File: src/hw/rtl/mmrc_pkg.sv
// ----------------------------------------------------------------------------
// mmrc_pkg
// Constants and types shared by the meter response checker modules.
// ----------------------------------------------------------------------------
`timescale 1ns / 1ps
`default_nettype none

package mmrc_pkg;

	localparam int FRAME_BYTES = 25;
	localparam int CRC_SPAN    = 23;
	localparam int CNT_W       = 5;

	localparam logic [15:0] CRC_INIT = 16'hFFFF;
	localparam logic [15:0] CRC_POLY = 16'hA001;

	localparam logic REQ_BYTE    = 1'b0;
	localparam logic REQ_TIMEOUT = 1'b1;

	typedef logic [1:0] status_t;
	localparam status_t ST_OK      = 2'd0;
	localparam status_t ST_CRC     = 2'd1;
	localparam status_t ST_TIMEOUT = 2'd2;

	typedef struct packed {
		logic       step;
		logic       req_type;
		logic [7:0] rx_byte;
	} frame_in_t;

	typedef struct packed {
		status_t     status;
		logic        reading_valid;
		logic [15:0] voltage_raw;
		logic [31:0] current_raw;
		logic [31:0] power_raw;
		logic [31:0] energy_raw;
		logic [15:0] frequency_raw;
		logic [15:0] pf_raw;
	} result_t;

endpackage

`default_nettype wire

File: src/hw/rtl/mmrc_crc16.sv
// ----------------------------------------------------------------------------
// mmrc_crc16
// One-byte update of a reflected CRC-16/Modbus, eight shift steps unrolled.
// ----------------------------------------------------------------------------
`timescale 1ns / 1ps
`default_nettype none

module mmrc_crc16
	import mmrc_pkg::*;
(
	input  wire logic [15:0] crc_in,
	input  wire logic [7:0]  data,
	output logic      [15:0] crc_out
);

	always_comb begin
		logic [15:0] c;
		c = crc_in ^ {8'h00, data};
		for (int k = 0; k < 8; k++) begin
			if (c[0]) begin
				c = (c >> 1) ^ CRC_POLY;
			end else begin
				c = c >> 1;
			end
		end
		crc_out = c;
	end

endmodule

`default_nettype wire

File: src/hw/rtl/mmrc_frame.sv
// ----------------------------------------------------------------------------
// mmrc_frame
// Frame state: byte count, running CRC and byte store; builds the result.
// ----------------------------------------------------------------------------
`timescale 1ns / 1ps
`default_nettype none

module mmrc_frame
	import mmrc_pkg::*;
(
	input  wire logic      clk,
	input  wire logic      arst_n,
	input  wire frame_in_t fin,
	output logic           has_result,
	output result_t        res
);

	logic [CNT_W-1:0] count_q;
	logic [15:0]      crc_q;
	logic [7:0]       store_q [FRAME_BYTES];

	logic        last;
	logic        is_timeout;
	logic [15:0] crc_next;
	logic [15:0] got;

	mmrc_crc16 u_crc (
		.crc_in  (crc_q),
		.data    (fin.rx_byte),
		.crc_out (crc_next)
	);

	assign last       = (count_q == CNT_W'(FRAME_BYTES - 1));
	assign is_timeout = (fin.req_type == REQ_TIMEOUT);
	assign has_result = is_timeout || last;
	// CRC trailer: byte 23 low, byte 24 (the one arriving now) high
	assign got        = {fin.rx_byte, store_q[CRC_SPAN]};

	always_comb begin
		res = '0;
		if (is_timeout) begin
			res.status = ST_TIMEOUT;
		end else if (got != crc_q) begin
			res.status = ST_CRC;
		end else begin
			res.status        = ST_OK;
			res.reading_valid = 1'b1;
			res.voltage_raw   = {store_q[3], store_q[4]};
			res.current_raw   = {store_q[7], store_q[8], store_q[5], store_q[6]};
			res.power_raw     = {store_q[11], store_q[12], store_q[9], store_q[10]};
			res.energy_raw    = {store_q[15], store_q[16], store_q[13], store_q[14]};
			res.frequency_raw = {store_q[17], store_q[18]};
			res.pf_raw        = {store_q[19], store_q[20]};
		end
	end

	always_ff @(posedge clk or negedge arst_n) begin
		if (!arst_n) begin
			count_q <= '0;
			crc_q   <= CRC_INIT;
		end else if (fin.step) begin
			if (has_result) begin
				count_q <= '0;
				crc_q   <= CRC_INIT;
			end else begin
				count_q <= count_q + CNT_W'(1);
				if (count_q < CNT_W'(CRC_SPAN)) begin
					crc_q <= crc_next;
				end
			end
		end
	end

	// Byte store: every received byte, no reset
	always_ff @(posedge clk) begin
		if (fin.step && !is_timeout) begin
			store_q[count_q] <= fin.rx_byte;
		end
	end

endmodule

`default_nettype wire

File: config.mk
export PLATFORM = sky130hd
export DESIGN_NAME = mmrc_frame
export DESIGN_NICKNAME = d
export VERILOG_FILES = /design/src/hw/rtl/mmrc_pkg.sv /design/src/hw/rtl/mmrc_crc16.sv /design/src/hw/rtl/mmrc_frame.sv
export SDC_FILE = /design/constraint.sdc
export NUM_CORES = 1
export LEC_CHECK = 0
export ABC_AREA = 0
export BUFFER_PORTS_ARGS = -buffer_cell sky130_fd_sc_hd__clkbuf_2
export CORE_ASPECT_RATIO = 2
export CORE_MARGIN = 2
export CORE_UTILIZATION = 30
export CTS_CLUSTER_SIZE = 25
export DETAILED_ROUTE_END_ITERATION = 16
export HOLD_SLACK_MARGIN = 0.05
export PLACE_DENSITY = 0.58
export SLEW_MARGIN = 20
export SYNTH_ARGS = -nofsm -noshare
export SYNTH_HDL_FRONTEND = slang
export SYNTH_SLANG_ARGS = --single-unit
export TNS_END_PERCENT = 100
File: constraint.sdc
create_clock -name clk -period 2.66 [get_ports clk]
set_input_delay 0.532 -clock clk [delete_from_list [all_inputs] [get_ports clk]]
set_output_delay 0.532 -clock clk [all_outputs]
set_load 0.01 [all_outputs]
==> results of run 1 <==
-- cell families (layout without fill, tap and decap cells) --
family,Yosys count,after routing
DFF,173,173
and+or+nand+nor,203,203
muxes,4,4
adders and majority gates,4,4
xor gates and xnor gates,38,38
buffers and inverters,24,229
AOI/OAI and AO/OA,22,22
-- cell type report --
| type | instances | area (sq um) | area share [%] |
|---|---|---|---|
| flip-flops and latches | 173 | 5110 | 54.0 |
| multi-input cells | 271 | 1960 | 20.7 |
| inverters | 2 | 7.51 | 0.0793 |
| clock inverters | 13 | 115 | 1.22 |
| clock buffers | 18 | 429 | 4.53 |
| repair buffers | 196 | 1490 | 15.7 |
| well taps | 283 | 354 | 3.74 |
-- cells in the mapped netlist (all sizes together) --
master    n  area [sq um]
xor2      4          35.0
dfstp    16           420
xnor3     1          23.8
o32a      1          10.0
and2    161          1010
a21o      1          7.51
nor2b     2          12.5
and4      2          17.5
nand2b    2          12.5
nand3b    1          7.51
o21a      1          7.51
nor3b     1          7.51
mux2i     4          40.0
xnor2    32           288
a21oi     9          45.0
o22a      2          17.5
dfrtp     5           125
nor4bb    1          10.0
ha        4          50.1
nor3      1          5.00
nor2     11          41.3
o21ai     6          30.0
nand2     9          33.8
nor4b     2          17.5
xor3      1          23.8
inv       2          7.51
nand3     2          10.0
nand4     4          25.0
o31ai     1          7.51
and3      2          12.5
clkbuf   12          55.1
edfxtp  152          4560
nand4b    1          8.76
nor4      1          6.26
buf      10          73.8
a22o      1          8.76
-- stage by stage --
step	area, sq um	total power [mW]
detailed placement	8310	3.98
finish	9470	6.28
global route	9470	6.50
CTS	9060	6.32
global placement	8310	3.97
floorplan	7080	3.74
-- where the power goes --
part / internal, mW / switching (mW)
logic: 0.401 / 0.367
registers: 3.09 / 0.102
clock network: 1.29 / 1.02
-- cell usage in the layout, fill, tap and decap left out, types with 3 or more instances in the layout --
cell,n
xnor2_2,3
a21oi_1,9
buf_6,31
dfrtp_1,5
clkinv_2,3
and2_1,122
edfxtp_1,152
clkbuf_8,4
o21ai_0,6
nand2_1,9
and2_4,39
dfstp_2,16
xnor2_1,29
nor2_1,11
buf_8,4
mux2i_1,4
clkbuf_16,22
inv_6,5
buf_16,3
buf_4,22
buf_2,56
nand4_1,4
xor2_1,4
ha_1,4
clkbuf_2,70
-- sequential cells by signal, indices dropped and copies added (netlist names) --
| name | count |
|---|---|
| count_q | 5 |
| crc_q | 16 |
| store_q | 152 |
-- timing repair --
action,in CTS,in global routing
gates cloned,1,6
resized for setup,35,143
endpoints found under the hold margin,0,0
hold buffers,0,0
pin swaps,3,26
endpoints found under the setup margin,146,146
buffers inserted,7,2
-- worst max-delay path by stage --
stage | cells after the start | to
3_3_place_gp | 9 | res[84]
6_report | 8 | res[71]
3_5_place_dp | 9 | res[83]
5_1_grt | 8 | res[71]
4_1_cts | 8 | res[127]
2_1_floorplan | 8 | res[100]
-- critical path, delay by kind of cell (launching register included) --
family / cells / cell delay [ps]
xor+xnor: 1 / 130
buf+inv: 3 / 510
flops: 1 / 580
simple gates: 4 / 940
-- per-layer routing --
| metal | part of all wire [%] | track usage, % | wire length (um) | vias to the layer above |
|---|---|---|---|---|
| met5 | 0 | 0 | 0 | - |
| met4 | 4.4 | 7.87 | 831 | 0 |
| met3 | 4.1 | 2.85 | 771 | 42 |
| met2 | 58 | 28.4 | 10800 | 139 |
| met1 | 34 | 13.9 | 6350 | 2172 |
| li1 | - | - | - | 2014 |
==> flow_summary.ini, run 1 <==
[sta]
fmax_ghz = 0.319
finalHoldWorstSlack_ps = 71.7
setup_tns_ps = -61320
rsz0062_at_grt = true
worst_slack_ps = -478
finClkSkew_ps = 10.9
maxSlewViolCount = 0
fin_crit_sh_pct = 118
worstMarginPinSlew_ps = 640
relSlewSlack_pct = 56.7
setup_violations = 145
finalHoldViolCount = 0
min_period_ps = 3140

[clock_tree]
cts_tree = done
h-tree-depth = 4
cts_buffer_depth = 2
cts.clk_slew.worst_paths_ps = 70
clk_latency_ps = 430
cts_buffers = 17
cts.sinks = 173
clockRootBuffer = clkbuf_16

[setup_path]
reg2reg_slack_ps = 560
r2r_start = count_q[0]$_DFFE_PN0P_
crit_type = reg2out
start_kind = flip-flop
max_stage_delay_ps = 580
worst_path_most_repeated_cell = clkbuf_16
slowest_stage = dfstp_2
cp_max_fo = 11
critPathCaptureType = output port
arrival_ps = 2610
path_cells = xnor2_1 -> nand4_1 -> nor4_4 -> nor2b_4 -> clkbuf_16 -> clkbuf_16 -> and2_1 -> buf_2
r2r-end = crc_q[13]$_DFFE_PN1P_
worstSetupStartpoint = crc_q[0]$_DFFE_PN1P_
cp_data_required_time_ps = 2130
r2r_cells = 7

[synth]
yosysUniqueCellTypes = 40
synth-seq-cells = 173
syn_nets = 484
synthAdderAreaFrac_pct = 0.707
synth_cells = 468
synth_top_family_by_area = simple AND/OR/NAND/NOR gates
synth_area_sq_um = 7080
ys_warn_count = 0
synthMuxAreaShare_pct = 0.566
synthSimpleGateAreaFrac_pct = 17.5
synth.avg_cell_area_sq_um = 15.1
synthXorXnorAreaFrac_pct = 5.23
synth-compound-area-share_pct = 1.89
seq_area_frac_synth_pct = 72.2

[floorplan]
fp-row-count = 79
die_w_um = 113
start_util_pct = 30.5
dieArea_sq_um = 24900
io_pins = 160
core_sq_um = 23200
fp.dieH_um = 221

[layout]
layoutNonFillerInstCount = 956
nets = 677
area_delta_synth_final_pct = 33.8
drive_gt1_share_pct = 42.3
n_fill_cell = 2120
fin_util_pct = 40.8
num_antenna_cells = 0

[global_route]
grt_pass1_wl_um = 26600
grt_antenna_before_repair = 0
grt_pass1_vias = 4474
overflow = 0
track_usage_pct = 14.6
grt_max_degree = 55

[outcome]
status = finished with violations
failed_checks = negative setup slack

[placed_design]
dp_slack_ps = -207
dp.cells = 911
dp_hpwl_um = 12800
io_buffers = 159
globalplace.congestion = 0.796

[route]
detail-route-antenna-nets = 0
firstDrtPassIters = 4
finalWirelength_um = 18800
drc_errors = 0
dr.first_iter.drc_count = 158
wire_per_inst_um = 19.6
via_per_inst = 4.57
vias = 4367

[pwr]
power.density_nw_per_um2 = 663
ir_drop_mv = 0.364
power.leakage_nw = 3.81

[min_path]
hold_class = in2async

[job]
cap_viol_max_count = 0
(Power assumes the default switching activity.)
==> inputs of run 2 (changes only) <==
Settings changed: PLACE_DENSITY 0.58 to 0.6.
Clock period 2.66 ns to 2.7 ns, I/O delays scaled along.
==> run 2 against run 1 <==
  * The flow still finishes with violations (negative setup slack)
  * Sequential power down 2%
  * First-iteration DRC count grew 10%
  * Sequential share of layout area fell by 0.95 points
  * Global-route usage grew 0.80 points
  * Sequential cell count unchanged
  * Die area stayed put
  * Critical path depth is 1 higher
  * Setup slack gained 82 ps
  * Non-clock buffer count increased by 10
  * Register-to-register slack is essentially flat
  * Highest routed layer unchanged
==> flow_summary.ini, run 2 (synthesis gave the netlist of run 1 again) <==
[clock_tree]
clockRootBuffer = clkbuf_16
cts-hold-fix-buffers = 0
cts.clk_slew.worst_paths_ps = 70
cts_buffer_depth = 2
cts_tree = done
h-tree-depth = 4
clk_latency_ps = 430
cts.sinks = 173
cts_buffers = 17

[sta]
fin_crit_sh_pct = 115
worstMarginPinSlew_ps = 579
maxSlewViolCount = 0
min_period_ps = 3100
fmax_ghz = 0.323
relSlewSlack_pct = 61.4
worst_slack_ps = -396
finClkSkew_ps = 7.10
setup_tns_ps = -49130
finalHoldViolCount = 0
setup_violations = 145
finalHoldWorstSlack_ps = 101
rsz0062_at_grt = true

[placed_design]
dp_hpwl_um = 13400
dp_slack_ps = -247
io_buffers = 159
place_area_sq_um = 8360
globalplace.congestion = 0.785

[global_route]
grt_max_degree = 41
overflow = 0
grt_antenna_before_repair = 0
grt_pass1_vias = 4348
grt_pass1_wl_um = 27300
track_usage_pct = 15.4

[setup_path]
reg2reg_slack_ps = 550
slowest_stage = dfstp_2
arrival_ps = 2560
path_cells = xnor2_2 -> nand4_1 -> nor4_2 -> nor2b_4 -> buf_12 -> buf_12 -> buf_16 -> and2_4 -> buf_6
cp_max_fo = 7
cp_data_required_time_ps = 2160
r2r_cells = 7
r2r-end = crc_q[7]$_DFFE_PN1P_
start_kind = flip-flop
crit_type = reg2out
max_stage_delay_ps = 550
r2r_start = count_q[0]$_DFFE_PN0P_
critPathCaptureType = output port
worst_path_most_repeated_cell = buf_12

[floorplan]
core_sq_um = 23200
dieArea_sq_um = 24900
fp.dieH_um = 221
start_util_pct = 30.5
die_w_um = 113
io_pins = 160
fp-row-count = 79

[route]
detail-route-antenna-nets = 0
dr.first_iter.drc_count = 174
drc_errors = 0
wl_met2_um = 12300
finalWirelength_um = 20100
via_per_inst = 4.51
wire_per_inst_um = 20.8
wl_met1_um = 6630
vias = 4361
route.met3.wl_um = 566
routed.top_layer = met4
firstDrtPassIters = 4

[layout]
fin_area_sq_um = 9640
top_register = store_q
nets = 687
area_delta_synth_final_pct = 36.2
fin_util_pct = 41.5
largest_reg_flops = 152
drive_gt1_share_pct = 43.7
largestRegisters = store_q: 152 flops, crc_q: 16 flops, count_q: 5 flops
layout_common_cells = 152 x edfxtp_1, 123 x and2_1, 83 x clkbuf_2, 39 x buf_2, 38 x and2_4
num_antenna_cells = 0
layout_commonest_cell = edfxtp_1

[job]
cap_viol_max_count = 0

[pwr]
power.density_nw_per_um2 = 672
power.leakage_nw = 3.86
ir_drop_mv = 0.506

[min_path]
hold_class = in2async

[outcome]
status = finished with violations
failed_checks = negative setup slack
run 2: cell count changes in the layout (fill, tap and decap cells not counted), moves of 2 or more:
cell	delta
clkbuf_16	-2
buf_4	+10
buf_12	+3
clkinv_2	-2
buf_2	-17
clkinv_4	+3
clkbuf_2	+13
inv_6	-2
clkinv_1	-2
buf_6	+4
run 2: timing repair:
action	4_1_cts	5_1_grt
pin swaps	24	15
resized for setup	52	115
endpoints found under the setup margin	145	145
setup buffers	6	2
cloned	3	4
run 2: how the worst max path moves through the flow:
stage | from | cells past startpoint | end | slack (ps)
5_1_grt | crc_q[7]$_DFFE_PN1P_ | 8 | res[116] | -470
6_report | crc_q[15]$_DFFE_PN1P_ | 9 | res[92] | -400
3_5_place_dp | fin[7] | 8 | res[15] | -250
3_3_place_gp | fin[4] | 8 | res[15] | -220
4_1_cts | crc_q[10]$_DFFE_PN1P_ | 8 | res[15] | -370
2_1_floorplan | fin[2] | 8 | res[100] | 380
run 2: area by class of cell:
| type | instances | area, sq um |
|---|---|---|
| clock buffers | 19 | 443 |
| clock inverters | 13 | 160 |
| fillers | 2133 | 13600 |
| inverters | 2 | 7.51 |
| multi-input cells | 271 | 1980 |
| flip-flops and latches | 173 | 5110 |
| well taps | 283 | 354 |
| repair buffers | 206 | 1590 |
run 2: metrics by stage:
stage / total power [mW] / instances
after floorplan: 3.68 / 468
after global placement: 4.03 / 920
after detailed placement: 4.04 / 920
after CTS: 6.52 / 961
after global routing: 6.71 / 967
final: 6.48 / 967
run 2: where the power goes:
part | switching, mW | internal, mW | total (mW)
logic | 0.418 | 0.470 | 0.888
registers | 0.0875 | 3.04 | 3.13
clock network | 1.05 | 1.41 | 2.46
total | 1.55 | 4.92 | 6.48
run 2: critical path, delay by kind of cell (launching register included):
family	cells	cell delay, ps
AND/OR/NAND/NOR	4	890
flip-flops	1	550
XOR/XNOR	1	170
buffers and inverters	4	490
run 2: layer usage:
metal | vias to the layer above | global-route usage (%)
li1 | 2023 | -
met1 | 2189 | 13.9
met2 | 116 | 31.4
met3 | 33 | 2.57
met4 | 0 | 7.67
met5 | - | 0
==> inputs of run 3 (changes only) <==
Settings changed: CORE_ASPECT_RATIO 2 to 1.5, SKIP_CTS_REPAIR_TIMING set to 1.
==> run 3 against run 2 <==
  * The flow still finishes with violations (negative setup slack)
  * Utilization is 0.099 points lower
  * Cell area shrank 0.97%
  * Sequential share of layout area grew 0.52 points
  * Critical path depth stayed put
  * First-iteration DRC count rose by 44%
  * Combinational power down 5.0%
  * Clock power decreased by 3%
  * Global-route usage shrank 1.2 points
  * Largest cell class unchanged
  * Largest power group unchanged
==> flow_summary.ini, run 3 (synthesis gave the netlist of run 1 again) <==
[floorplan]
core_sq_um = 23100
fp.dieH_um = 192
dieArea_sq_um = 24900
fp-row-count = 68
start_util_pct = 30.7
io_pins = 160
die_w_um = 129

[setup_path]
reg2reg_slack_ps = 630
start_kind = flip-flop
max_stage_delay_ps = 560
path_cells = xnor2_2 -> nand4_1 -> nor4_2 -> buf_4 -> nor2b_4 -> buf_8 -> buf_12 -> and2_1 -> clkbuf_2
crit_type = reg2out
arrival_ps = 2550
cp-endpoint = res[22]
r2r-end = crc_q[11]$_DFFE_PN1P_
critPathCaptureType = output port
crit_family = simple AND/OR/NAND/NOR gates
cp_max_fo = 12
worstSetupStartpoint = crc_q[11]$_DFFE_PN1P_
r2r_cells = 7
slowest_stage = dfstp_2
r2r_start = count_q[0]$_DFFE_PN0P_
path_buf_inv = 4
crit_cells = 9
cp_data_required_time_ps = 2160

[layout]
layout_common_cells = 152 x edfxtp_1, 129 x and2_1, 68 x buf_2, 58 x clkbuf_2, 37 x buf_6
largestRegisters = store_q: 152 flops, crc_q: 16 flops, count_q: 5 flops
area_delta_synth_final_pct = 34.9
top_register = store_q
drive_gt1_share_pct = 42.5
fin_area_sq_um = 9540
largest_reg_flops = 152
num_antenna_cells = 0
nets = 686
layout_commonest_cell = edfxtp_1

[pwr]
total_switching_power_mw = 1.49
seq_power_share_pct = 49.1
p_int_mw = 4.85
ir_drop_mv = 0.448
power.density_nw_per_um2 = 665
power.leakage_nw = 3.84
switching_share_pct = 23.5
combinationalPowerShare_pct = 13.3
p_clk_share_pct = 37.6

[outcome]
failed_checks = negative setup slack
status = finished with violations

[global_route]
overflow = 0
grt_pass1_wl_um = 25400
track_usage_pct = 14.2
grt_max_degree = 101
grt_antenna_before_repair = 0
grt_pass1_vias = 4258

[sta]
fin_crit_sh_pct = 114
worst_slack_ps = -390
fmax_ghz = 0.324
min_period_ps = 3090
finClkSkew_ps = 14.5
setup_tns_ps = -47280
maxSlewViolCount = 0
rsz0062_at_grt = true
setup_violations = 145
worstMarginPinSlew_ps = 689
finalHoldViolCount = 0
relSlewSlack_pct = 53.4

[route]
firstDrtPassIters = 4
detail-route-antenna-nets = 0
finalWirelength_um = 19100
vias = 4369
dr.first_iter.drc_count = 250
drc_errors = 0
wire_per_inst_um = 19.1
via_per_inst = 4.38

[placed_design]
dp_hpwl_um = 11900
dp_slack_ps = -239
globalplace.congestion = 0.791
place_area_sq_um = 8390
io_buffers = 159

[clock_tree]
h-tree-depth = 4
cts_tree = done
clockRootBuffer = clkbuf_16
cts.clk_slew.worst_paths_ps = 70
clk_latency_ps = 420
cts_buffer_depth = 2
cts_buffers = 17
cts.sinks = 173

[min_path]
hold_class = in2async

[job]
cap_viol_max_count = 0
-- run 3: changes by cell type in the layout (fill, tap and decap cells not counted), sizes merged --
cell,previous run,this run
clkbuf,107,81
clkinvlp,2,3
buf,118,142
-- run 3: final cells by class --
cell class	instances	area, sq um
clock buffers	18	429
clock inverters	14	140
fillers	2151	13500
inverters	2	7.51
multi-input cells	271	1950
flip-flops and latches	173	5110
well taps	315	394
repair buffers	205	1510
-- run 3: layer usage --
metal,GRT usage (%),wire (um),share of wire (%),vias to the layer above
li1,-,-,-,2019
met4,4.85,175,0.92,0
met5,0,0,0,-
met2,26.6,10800,57,113
met3,3.26,643,3.4,11
met1,15.5,7460,39,2226
-- run 3: worst min path at each step --
stage                                     from  slack (ps)  cells after the start                     end
after floorplan                         arst_n         240                      0  count_q[0]$_DFFE_PN0P_
after global routing                    arst_n         120                      1  count_q[1]$_DFFE_PN0P_
after detailed placement  crc_q[8]$_DFFE_PN1P_         520                      2    crc_q[8]$_DFFE_PN1P_
after CTS                               arst_n         110                      1  count_q[3]$_DFFE_PN0P_
after global placement    crc_q[8]$_DFFE_PN1P_         510                      2    crc_q[8]$_DFFE_PN1P_
final                                   arst_n         120                      1  count_q[1]$_DFFE_PN0P_
-- run 3: power by group through the flow --
stage | Sequential [mW] | Clock [mW] | Combinational (mW)
floorplan | 3.16 | 0 | 0.517
finish | 3.11 | 2.39 | 0.844
CTS | 3.11 | 2.42 | 0.831
global placement | 3.16 | 0 | 0.827
detailed placement | 3.17 | 0 | 0.825
global route | 3.12 | 2.54 | 0.914
-- run 3: worst reg2reg max path: cells and delay by family (launching register included) --
kind                     cells  cell delay [ps]
buffers and inverters        1              120
AO/OA/AOI/OAI                2              640
adder cells (fa/ha/maj)      1              270
flip-flops                   1              410
AND/OR/NAND/NOR              3              570
-- run 3: through the flow --
| stage | util, % | hold WS [ps] | std cells | total power, mW |
|---|---|---|---|---|
| 2_1_floorplan | - | 244 | 468 | 3.68 |
| 3_3_place_gp | 36.4 | 506 | 950 | 3.99 |
| 3_5_place_dp | 36.4 | 516 | 950 | 3.99 |
| 4_1_cts | 38.9 | 106 | 982 | 6.37 |
| 5_1_grt | 41.4 | 124 | 998 | 6.58 |
| 6_report | 41.4 | 115 | 998 | 6.35 |
